==> src/hdlc_frame_serializer_fcs16_core_assert.svh <==
// ---------------------------------------------------------------------------
// HDLC framer assertion macros
// Shared concurrent assertion forms for the framer core.
// ---------------------------------------------------------------------------
`ifndef HDLC_FRAME_SERIALIZER_FCS16_CORE_ASSERT_SVH
`define HDLC_FRAME_SERIALIZER_FCS16_CORE_ASSERT_SVH

// Same-cycle implication, disabled while reset is asserted.
`define HFS_ASSERT_NOW(lbl, clk, rstn, ante, cons) \
lbl: assert property (@(posedge clk) disable iff (!(rstn)) (ante) |-> (cons)) \
else $error("hfs assertion failed");

// Next-cycle implication, disabled while reset is asserted.
`define HFS_ASSERT_NEXT(lbl, clk, rstn, ante, cons) \
lbl: assert property (@(posedge clk) disable iff (!(rstn)) (ante) |=> (cons)) \
else $error("hfs assertion failed");

`endif

==> src/hfs_pkg.sv <==
// ---------------------------------------------------------------------------
// HDLC framer package
// Shared codes, the job record between front and back, and the FCS-16 step.
// ---------------------------------------------------------------------------
package hfs_pkg;

	localparam logic [7:0] FLAG_BYTE = 8'h7E;
	localparam logic [7:0] ESC_BYTE  = 8'h7D;
	localparam logic [7:0] ESC_XOR   = 8'h20;

	localparam logic [15:0] FCS_INIT = 16'hFFFF;
	localparam logic [15:0] FCS_POLY = 16'h8408;

	localparam int QUEUE_DEPTH = 2;

	// action codes
	localparam logic [1:0] ACT_HEADER  = 2'd0;
	localparam logic [1:0] ACT_PAYLOAD = 2'd1;
	localparam logic [1:0] ACT_END     = 2'd2;

	// frame types
	localparam logic [3:0] FT_I    = 4'd0;
	localparam logic [3:0] FT_RR   = 4'd1;
	localparam logic [3:0] FT_RNR  = 4'd2;
	localparam logic [3:0] FT_REJ  = 4'd3;
	localparam logic [3:0] FT_SREJ = 4'd4;
	localparam logic [3:0] FT_UI   = 4'd5;
	localparam logic [3:0] FT_SABM = 4'd6;
	localparam logic [3:0] FT_DISC = 4'd7;
	localparam logic [3:0] FT_UA   = 4'd8;
	localparam logic [3:0] FT_CMDR = 4'd9;
	localparam logic [3:0] FT_TEST = 4'd10;

	// One queued job: up to three line bytes, each marked as escapable or raw.
	typedef struct packed {
		logic [2:0][7:0] data;
		logic [2:0]      esc;
		logic [1:0]      cnt;
		logic            err;
	} hfs_job_t;

	// One byte through the reflected CCITT CRC, LSB first.
	function automatic logic [15:0] fcs_update(input logic [15:0] fcs, input logic [7:0] b);
		logic [15:0] v;
		v = fcs ^ {8'h00, b};
		for (int i = 0; i < 8; i++) begin
			v = v[0] ? ((v >> 1) ^ FCS_POLY) : (v >> 1);
		end
		return v;
	endfunction

endpackage

==> src/hdlc_frame_serializer_fcs16_core.sv <==
// ---------------------------------------------------------------------------
// HDLC frame serializer with FCS-16
// Builds flagged HDLC frames with escaping and a trailing FCS-16.
// ---------------------------------------------------------------------------
//  Channel | Signals                              | Beat carries
//  --------+--------------------------------------+-------------------------------
//  s_*     | s_tvalid s_tready s_tdata s_tuser    | header, payload byte or end
//  m_*     | m_tvalid m_tready m_tdata m_tlast m_tuser | one line byte
//  cfg     | cfg_wr_en cfg_wr_data                | escape enable
//
// Output runs at one line byte per cycle while m_tready holds; a job needs 1 to 5
// beats (header up to 5, payload 1 or 2, end up to 5, type error 1), paced by the
// single output register. The front accepts one beat per cycle unless the queue is
// full or the control byte of a supported header is being folded into the FCS.
// A two-entry job queue lets the front keep accepting while the output is stalled.
// Reset (arst_n low) closes any frame, empties the queue and sets escaping on.
// ---------------------------------------------------------------------------
module hdlc_frame_serializer_fcs16_core #(
	parameter int QueueDepth = hfs_pkg::QUEUE_DEPTH
) (
	input  logic        clk,
	input  logic        arst_n,
	input  logic        s_tvalid,
	output logic        s_tready,
	// [3:0] frame_type, [11:4] station_address, [14:12] send_seq,
	// [17:15] recv_seq, [18] poll_final, [26:19] payload_byte, [31:27] zero
	input  logic [31:0] s_tdata,
	// [1:0] action
	input  logic [1:0]  s_tuser,
	output logic        m_tvalid,
	input  logic        m_tready,
	// [7:0] out_byte
	output logic [7:0]  m_tdata,
	// last_of_run
	output logic        m_tlast,
	// [0] type_error
	output logic        m_tuser,
	input  logic        cfg_wr_en,
	input  logic        cfg_wr_data
);
	import hfs_pkg::*;

	localparam int JobW = $bits(hfs_job_t);

	logic     escape_enable_q;
	logic     job_push;
	hfs_job_t job_wr;
	logic     queue_full;
	logic     job_pop;
	hfs_job_t job_rd;
	logic     job_avail;

	// Escape setting; the user must change it only while the block is idle, unenforced.
	always_ff @(posedge clk or negedge arst_n) begin
		if (!arst_n) begin
			escape_enable_q <= 1'b1;
		end else if (cfg_wr_en) begin
			escape_enable_q <= cfg_wr_data;
		end
	end

	// Classify each beat, advance frame state and FCS, queue the line bytes.
	hfs_front u_front (
		.clk        (clk),
		.arst_n     (arst_n),
		.s_tvalid   (s_tvalid),
		.s_tready   (s_tready),
		.s_tdata    (s_tdata),
		.s_tuser    (s_tuser),
		.job_push   (job_push),
		.job_data   (job_wr),
		.queue_full (queue_full)
	);

	// Decouple the two sides so either can stall on its own.
	hfs_job_queue #(
		.Width (JobW),
		.Depth (QueueDepth)
	) u_queue (
		.clk       (clk),
		.arst_n    (arst_n),
		.push      (job_push),
		.push_data (job_wr),
		.full      (queue_full),
		.pop       (job_pop),
		.pop_data  (job_rd),
		.not_empty (job_avail)
	);

	// Emit queued bytes, inserting escape prefixes where needed.
	hfs_back u_back (
		.clk           (clk),
		.arst_n        (arst_n),
		.escape_enable (escape_enable_q),
		.job_avail     (job_avail),
		.job_in        (job_rd),
		.job_pop       (job_pop),
		.m_tvalid      (m_tvalid),
		.m_tready      (m_tready),
		.m_tdata       (m_tdata),
		.m_tlast       (m_tlast),
		.m_tuser       (m_tuser)
	);

`include "hdlc_frame_serializer_fcs16_core_assert.svh"

	// A type error is always a single-beat run.
	`HFS_ASSERT_NOW(a_err_is_last, clk, arst_n, m_tvalid && m_tuser, m_tlast)
	// With escaping on, an escape prefix is never the end of a run.
	`HFS_ASSERT_NOW(a_esc_not_last, clk, arst_n, m_tvalid && escape_enable_q && m_tdata == ESC_BYTE, !m_tlast)
	// The front never pushes into a full queue.
	`HFS_ASSERT_NOW(a_no_overflow, clk, arst_n, job_push, !queue_full)
	// A pop without a push from a full queue leaves it not full in the next cycle.
	`HFS_ASSERT_NEXT(a_pop_leaves_room, clk, arst_n, job_pop && !job_push && queue_full, !queue_full)

endmodule

==> src/hfs_job_queue.sv <==
// ---------------------------------------------------------------------------
// HDLC framer job queue
// Small register FIFO that decouples the classifier from the line emitter.
// ---------------------------------------------------------------------------
module hfs_job_queue #(
	parameter int Width = 8,
	parameter int Depth = 2
) (
	input  logic             clk,
	input  logic             arst_n,
	input  logic             push,
	input  logic [Width-1:0] push_data,
	output logic             full,
	input  logic             pop,
	output logic [Width-1:0] pop_data,
	output logic             not_empty
);
	localparam int PtrW = (Depth > 1) ? $clog2(Depth) : 1;
	localparam int CntW = $clog2(Depth + 1);

	logic [Width-1:0] mem_q [Depth];
	logic [PtrW-1:0]  wr_ptr_q;
	logic [PtrW-1:0]  rd_ptr_q;
	logic [CntW-1:0]  count_q;

	assign full      = (count_q == CntW'(Depth));
	assign not_empty = (count_q != '0);
	assign pop_data  = mem_q[rd_ptr_q];

	always_ff @(posedge clk) begin
		if (push) begin
			mem_q[wr_ptr_q] <= push_data;
		end
	end

	always_ff @(posedge clk or negedge arst_n) begin
		if (!arst_n) begin
			wr_ptr_q <= '0;
			rd_ptr_q <= '0;
			count_q  <= '0;
		end else begin
			if (push) begin
				wr_ptr_q <= (wr_ptr_q == PtrW'(Depth - 1)) ? '0 : wr_ptr_q + 1'b1;
			end
			if (pop) begin
				rd_ptr_q <= (rd_ptr_q == PtrW'(Depth - 1)) ? '0 : rd_ptr_q + 1'b1;
			end
			if (push && !pop) begin
				count_q <= count_q + 1'b1;
			end else if (pop && !push) begin
				count_q <= count_q - 1'b1;
			end
		end
	end

endmodule

==> src/hfs_front.sv <==
// ---------------------------------------------------------------------------
// HDLC framer front end
// Accept input beats, track frame state and FCS, queue line-byte jobs.
// ---------------------------------------------------------------------------
module hfs_front (
	input  logic             clk,
	input  logic             arst_n,
	input  logic             s_tvalid,
	output logic             s_tready,
	input  logic [31:0]      s_tdata,
	input  logic [1:0]       s_tuser,
	output logic             job_push,
	output hfs_pkg::hfs_job_t job_data,
	input  logic             queue_full
);
	import hfs_pkg::*;

	logic [1:0]  action;
	logic [3:0]  frame_type;
	logic [7:0]  station_address;
	logic [2:0]  send_seq;
	logic [2:0]  recv_seq;
	logic        poll_final;
	logic [7:0]  payload_byte;

	logic        frame_open_q;
	logic        payload_allowed_q;
	logic [15:0] fcs_q;
	logic        fold_q;
	logic [7:0]  pend_ctrl_q;

	logic        accept;
	logic        supported;
	logic        allow;
	logic [7:0]  ctrl;
	logic [15:0] fcs_out;

	assign action          = s_tuser;
	assign frame_type      = s_tdata[3:0];
	assign station_address = s_tdata[11:4];
	assign send_seq        = s_tdata[14:12];
	assign recv_seq        = s_tdata[17:15];
	assign poll_final      = s_tdata[18];
	assign payload_byte    = s_tdata[26:19];

	// hold input while the control byte is folded into the FCS or the queue is full
	assign s_tready = !fold_q && !queue_full;
	assign accept   = s_tvalid && s_tready;
	assign fcs_out  = ~fcs_q;

	always_comb begin
		supported = 1'b1;
		allow     = 1'b0;
		ctrl      = 8'h00;
		unique case (frame_type)
			FT_I: begin
				ctrl  = {recv_seq, 1'b0, send_seq, 1'b0};
				allow = 1'b1;
			end
			FT_RR:   ctrl = {recv_seq, 5'h01};
			FT_RNR:  ctrl = {recv_seq, 5'h05};
			FT_REJ:  ctrl = {recv_seq, 5'h09};
			FT_SREJ: ctrl = {recv_seq, 5'h0D};
			FT_UI: begin
				ctrl  = 8'h03;
				allow = 1'b1;
			end
			FT_SABM: ctrl = 8'h2F;
			FT_DISC: ctrl = 8'h43;
			FT_UA:   ctrl = 8'h63;
			FT_CMDR: ctrl = 8'h83;
			FT_TEST: ctrl = 8'hE3;
			default: supported = 1'b0;
		endcase
		ctrl = ctrl | {3'b000, poll_final, 4'h0};
	end

	always_comb begin
		job_push = 1'b0;
		job_data = '0;
		if (accept) begin
			unique case (action)
				ACT_HEADER: begin
					job_push = 1'b1;
					if (supported) begin
						job_data.data = {ctrl, station_address, FLAG_BYTE};
						job_data.esc  = 3'b110;
						job_data.cnt  = 2'd3;
					end else begin
						job_data.cnt = 2'd1;
						job_data.err = 1'b1;
					end
				end
				ACT_PAYLOAD: begin
					job_push      = frame_open_q && payload_allowed_q;
					job_data.data = {16'h0000, payload_byte};
					job_data.esc  = 3'b001;
					job_data.cnt  = 2'd1;
				end
				ACT_END: begin
					job_push      = frame_open_q;
					job_data.data = {FLAG_BYTE, fcs_out[15:8], fcs_out[7:0]};
					job_data.esc  = 3'b011;
					job_data.cnt  = 2'd3;
				end
				default: job_push = 1'b0;
			endcase
		end
	end

	always_ff @(posedge clk) begin
		if (accept) begin
			pend_ctrl_q <= ctrl;
		end
	end

	always_ff @(posedge clk or negedge arst_n) begin
		if (!arst_n) begin
			frame_open_q      <= 1'b0;
			payload_allowed_q <= 1'b0;
			fcs_q             <= FCS_INIT;
			fold_q            <= 1'b0;
		end else if (fold_q) begin
			fcs_q  <= fcs_update(fcs_q, pend_ctrl_q);
			fold_q <= 1'b0;
		end else if (accept) begin
			unique case (action)
				ACT_HEADER: begin
					frame_open_q      <= supported;
					payload_allowed_q <= supported && allow;
					fcs_q             <= supported ? fcs_update(FCS_INIT, station_address)
					                               : FCS_INIT;
					fold_q            <= supported;
				end
				ACT_PAYLOAD: begin
					if (frame_open_q && payload_allowed_q) begin
						fcs_q <= fcs_update(fcs_q, payload_byte);
					end
				end
				ACT_END: begin
					if (frame_open_q) begin
						frame_open_q      <= 1'b0;
						payload_allowed_q <= 1'b0;
						fcs_q             <= FCS_INIT;
					end
				end
				default: fold_q <= 1'b0;
			endcase
		end
	end

endmodule

==> src/hfs_back.sv <==
// ---------------------------------------------------------------------------
// HDLC framer back end
// Take jobs from the queue and emit one escaped line byte per beat.
// ---------------------------------------------------------------------------
module hfs_back (
	input  logic              clk,
	input  logic              arst_n,
	input  logic              escape_enable,
	input  logic              job_avail,
	input  hfs_pkg::hfs_job_t job_in,
	output logic              job_pop,
	output logic              m_tvalid,
	input  logic              m_tready,
	output logic [7:0]        m_tdata,
	output logic              m_tlast,
	output logic              m_tuser
);
	import hfs_pkg::*;

	hfs_job_t   job_q;
	logic       job_valid_q;
	logic [1:0] idx_q;
	logic       half_q;

	logic       m_valid_q;
	logic [7:0] m_data_q;
	logic       m_last_q;
	logic       m_err_q;

	logic [7:0] cur;
	logic       need_esc;
	logic       prefix;
	logic       step;
	logic       final_byte;
	logic       done_beat;

	assign cur        = job_q.data[idx_q];
	assign need_esc   = escape_enable && job_q.esc[idx_q] && (cur == ESC_BYTE || cur == FLAG_BYTE);
	assign prefix     = need_esc && !half_q;
	assign step       = job_valid_q && (!m_valid_q || m_tready);
	assign final_byte = (idx_q == 2'(job_q.cnt - 2'd1));
	assign done_beat  = step && !prefix && final_byte;
	assign job_pop    = job_avail && (!job_valid_q || done_beat);

	assign m_tvalid = m_valid_q;
	assign m_tdata  = m_data_q;
	assign m_tlast  = m_last_q;
	assign m_tuser  = m_err_q;

	always_ff @(posedge clk) begin
		if (job_pop) begin
			job_q <= job_in;
		end
		if (step) begin
			m_data_q <= prefix ? ESC_BYTE : (half_q ? (cur ^ ESC_XOR) : cur);
			m_last_q <= !prefix && final_byte;
			m_err_q  <= job_q.err;
		end
	end

	always_ff @(posedge clk or negedge arst_n) begin
		if (!arst_n) begin
			job_valid_q <= 1'b0;
			idx_q       <= '0;
			half_q      <= 1'b0;
			m_valid_q   <= 1'b0;
		end else begin
			if (step) begin
				m_valid_q <= 1'b1;
				if (prefix) begin
					half_q <= 1'b1;
				end else begin
					half_q <= 1'b0;
					idx_q  <= idx_q + 2'd1;
				end
			end else if (m_tready) begin
				m_valid_q <= 1'b0;
			end
			if (job_pop) begin
				job_valid_q <= 1'b1;
				idx_q       <= '0;
				half_q      <= 1'b0;
			end else if (done_beat) begin
				job_valid_q <= 1'b0;
			end
		end
	end

endmodule

==> config.mk <==
export PLATFORM = sky130hd
export DESIGN_NAME = hdlc_frame_serializer_fcs16_core
export DESIGN_NICKNAME = d
export VERILOG_FILES = /design/src/hfs_pkg.sv /design/src/hdlc_frame_serializer_fcs16_core.sv /design/src/hfs_job_queue.sv /design/src/hfs_front.sv /design/src/hfs_back.sv
export VERILOG_INCLUDE_DIRS = /design/src /design/src/src
export SDC_FILE = /design/constraint.sdc
export NUM_CORES = 1
export LEC_CHECK = 0
export BUFFER_PORTS_ARGS = -buffer_cell sky130_fd_sc_hd__buf_2
export CAP_MARGIN = 5
export CORE_MARGIN = 3
export CORE_UTILIZATION = 47
export CTS_CLUSTER_DIAMETER = 120
export CTS_CLUSTER_SIZE = 25
export DETAILED_ROUTE_END_ITERATION = 12
export PLACE_DENSITY = 0.75
export SYNTH_ARGS = -nofsm -noshare
export SYNTH_HDL_FRONTEND = slang
export SYNTH_SLANG_ARGS = --single-unit
==> constraint.sdc <==
create_clock -name clk -period 3.88 [get_ports clk]
set_input_delay 0.388 -clock clk [delete_from_list [all_inputs] [get_ports clk]]
set_output_delay 0.388 -clock clk [all_outputs]
set_load 0.1 [all_outputs]
==> flow_metrics.env <==
export IMPL_clkPwrFrac_pct=23.1
export IMPL_grt_max_degree=33
export IMPL_ys_seq_elements=134
export IMPL_drt_pass1_iter_count=5
export IMPL_cts_inserted_buffers=17
export IMPL_critPathArrivalTime_ns=2.97
export IMPL_rows=42
export IMPL_track_usage_pct=18.6
export IMPL_p_sw_w=0.00222
export IMPL_tns_ns=0
export IMPL_yosysTopAreaCell="edfxtp_1"
export IMPL_yosys_most_used_dff="edfxtp_1"
export IMPL_regToRegSetupSlack_ns=0.98
export IMPL_synth_cell_type_count=52
export IMPL_combPwrFrac_pct=36.7
export IMPL_endpoint_kind="flop"
export IMPL_die_area_um2=15400
export IMPL_slowest_stage="nand2b_1"
export IMPL_swShare_pct=37.3
export IMPL_synth_top_area_share_pct=48.1
export IMPL_syn_num_nets=567
export IMPL_r2r_start="u_queue.count_q[0]"
export IMPL_setup_viol=0
export IMPL_cp_max_fo=27
export IMPL_crit_path_max_incr_delay_ns=0.46
export IMPL_numClockSinks=134
export IMPL_synth_seq_area_share_pct=59.6
export IMPL_netlist_area_um2=6550
export IMPL_grt_ovfl_total=0
export IMPL_fmax_mhz=345
export IMPL_clk_pin_slew_ns=0.05
export IMPL_hold_viol=0
export IMPL_ios=52
export IMPL_drive_gt1_share_pct=24.9
export IMPL_crit_chain="inv_2 -> a21oi_2 -> nand2_1 -> inv_2 -> nand2b_1 -> nor2_1 -> and2_1 -> buf_4"
export IMPL_cp_required_ns=3.95
export IMPL_drtAntennaViolNets=0
export IMPL_pwr_share_seq_pct=40.2
export IMPL_area_growth_pct=13.8
export IMPL_cts_resized=0
export IMPL_die_h_um=124
export IMPL_ir_worst_vdd_uv=486
export IMPL_routed_wl_um=13300
export IMPL_synthArstFlopShare_pct=21.6
export IMPL_finalMaxSlewViolations=0
export IMPL_h_tree_depth=4
export IMPL_final_nets=610
export IMPL_routed_via_density=5.55
export IMPL_start_util_pct=48.7
export IMPL_synth_edf_count=105
export IMPL_gp_congestion=0.882
export IMPL_synth_area_leaders="edfxtp_1 (48%), dfstp_2 (6.8%), mux2_2 (5.3%)"
export IMPL_cts_root_buf="clkbuf_16"
export IMPL_r2r_cells=8
export IMPL_grt_setup_unrepaired="false"
export IMPL_post_drt_wl_per_cell_um=17.6
export IMPL_grt_pass1_wl_um=21300
export IMPL_status="finished, final reports clean"
export IMPL_place_hpwl_um=9250
export IMPL_clock_latency_ns=0.41
export IMPL_num_vias=4181
export IMPL_path_class="flop to flop"
export IMPL_drv_cap=0
export IMPL_period_share_pct=74.7
export IMPL_p_leak_nw=2.76
export IMPL_timing_critical_path_mode_cell="inv_2"
export IMPL_port_buffer_count=46
export IMPL_worst_pin_slew_ns=1.21
export IMPL_start_kind="flop"
export IMPL_cts_setup_buffers=0
export IMPL_hold_class="input pin to asynchronous set/reset pin"
export IMPL_synth_warnings=0
export IMPL_grt_pass1_vias=4137
export IMPL_yosys_top_cells_count="edfxtp_1 (105), a21oi_1 (47), xnor2_1 (34)"
export IMPL_p_int_w=0.00374
export IMPL_min_period_ns=2.90
export IMPL_diodes=0
export IMPL_relSlewSlack_pct=19.0
export IMPL_core_um2=13500
export IMPL_drtIter0Drc=347
export IMPL_whs_ns=0.0556
export IMPL_power_density_nw_per_um2=800
export IMPL_drc=0
export IMPL_tritoncts="done"
export IMPL_syn_area_per_cell_um2=12.5
export IMPL_ctsLongestPathBuffers=2
export IMPL_antenna_found_initial=0
export IMPL_hold_buffers=0
export IMPL_fin_skew_ns=0.00751
export IMPL_r2r_end="u_queue.mem_q[1][7]"
export IMPL_netlist_instances=522
export IMPL_yosysMostFrequentCell="edfxtp_1"
export IMPL_die_width_um=124
==> power groups by stage <==
stage	Clock (W)	Combinational [W]	Sequential [W]
after floorplan	0	0.00157	0.00260
after global placement	0	0.00212	0.00240
after detailed placement	0	0.00218	0.00242
after CTS	0.00140	0.00220	0.00239
after global routing	0.00147	0.00237	0.00244
final	0.00138	0.00219	0.00239
==> sequential cells by signal, summed over array words and instances, names as in the netlist, 2 cells and up <==
register             cells
u_queue.mem_q           58
u_back.job_q            29
u_front.fcs_q           16
u_back.m_tdata           8
u_front.pend_ctrl_q      8
u_back.idx_q             2
u_queue.count_q          2
==> worst max-delay path by stage <==
stage,from,to,slack (ns)
final,u_queue.count_q[0],u_queue.mem_q[1][7],0.98
after CTS,u_queue.count_q[0],u_queue.mem_q[1][15],0.97
after global placement,u_queue.count_q[0],u_queue.mem_q[1][19],1.09
after floorplan,u_front.fold_q,u_queue.mem_q[0][0],0.17
after global routing,u_queue.count_q[0],u_queue.mem_q[1][6],0.73
after detailed placement,u_queue.count_q[0],u_queue.mem_q[1][19],0.99
==> kinds of logic after synthesis <==
logic type | synth area share [%]
DFF | 59.6
AOI/OAI and AO/OA | 12.6
and+or+nand+nor | 7.45
xor gates and xnor gates | 8.81
buffers and inverters | 3.29
muxes | 7.32
adders and majority gates | 0.955
==> worst max-delay path: cells and delay by family, from the launching register on <==
family	cells	cell delay, ns
AOI/OAI and AO/OA	1	0.17
buffers and inverters	3	0.66
and+or+nand+nor	4	1.27
DFF	1	0.44
==> stage by stage <==
stage | utilization, % | worst slack [ns] | total power [W] | std cells | cell area, µm²
6_report | 55.4 | 0.982 | 0.00596 | 754 | 7450
5_1_grt | 55.4 | 0.733 | 0.00629 | 754 | 7450
4_1_cts | 55.4 | 0.966 | 0.00599 | 754 | 7450
3_5_place_dp | 51.6 | 0.986 | 0.00460 | 722 | 6940
3_3_place_gp | 51.6 | 1.09 | 0.00452 | 722 | 6940
2_1_floorplan | - | 0.167 | 0.00418 | 522 | 6560
==> metal layers <==
metal | vias to the layer above | routed length [µm] | global-route usage (%)
li1 | 1990 | - | -
met1 | 2005 | 5760 | 24.8
met2 | 158 | 6320 | 28.9
met3 | 28 | 836 | 5.45
met4 | 0 | 345 | 7.53
met5 | - | 0 | 0
==> final cells by class <==
class | count | area, µm²
clock buffer | 21 | 450
clock inverter | 11 | 62.6
fill | 1149 | 6000
inverter | 22 | 82.6
multi-input combinational | 337 | 2450
sequential | 134 | 3900
tap | 176 | 220
timing repair buffer | 53 | 283
==> layout by cell type (no fill, tap or decap), types with 2 or more instances in the layout <==
cell type,netlist,layout
buf_2,1,46
ha_1,5,5
inv_1,19,19
a211oi_1,4,4
clkbuf_1,25,3
nor4_1,4,4
o221ai_1,3,3
dfstp_2,17,17
nor3_1,7,6
buf_4,0,7
a21oi_1,47,46
nand2b_1,5,5
a22oi_1,16,16
clkinv_2,0,7
and2_1,5,5
o21a_1,4,4
nor2_1,33,33
mux2i_1,13,13
nor3_4,1,2
o22ai_1,4,4
inv_2,3,3
nor2b_1,17,17
o2bb2ai_1,6,6
o21ai_0,15,15
a21oi_2,1,2
o32ai_1,2,2
xnor2_1,34,34
xor2_1,30,30
a211o_1,5,5
nand2_1,20,20
mux2_2,31,31
clkinvlp_4,0,2
clkbuf_16,0,17
dfrtp_1,12,12
edfxtp_1,105,105
a21o_1,4,4
a2bb2oi_1,2,2
Note: power is estimated with default switching activity, not from simulation.
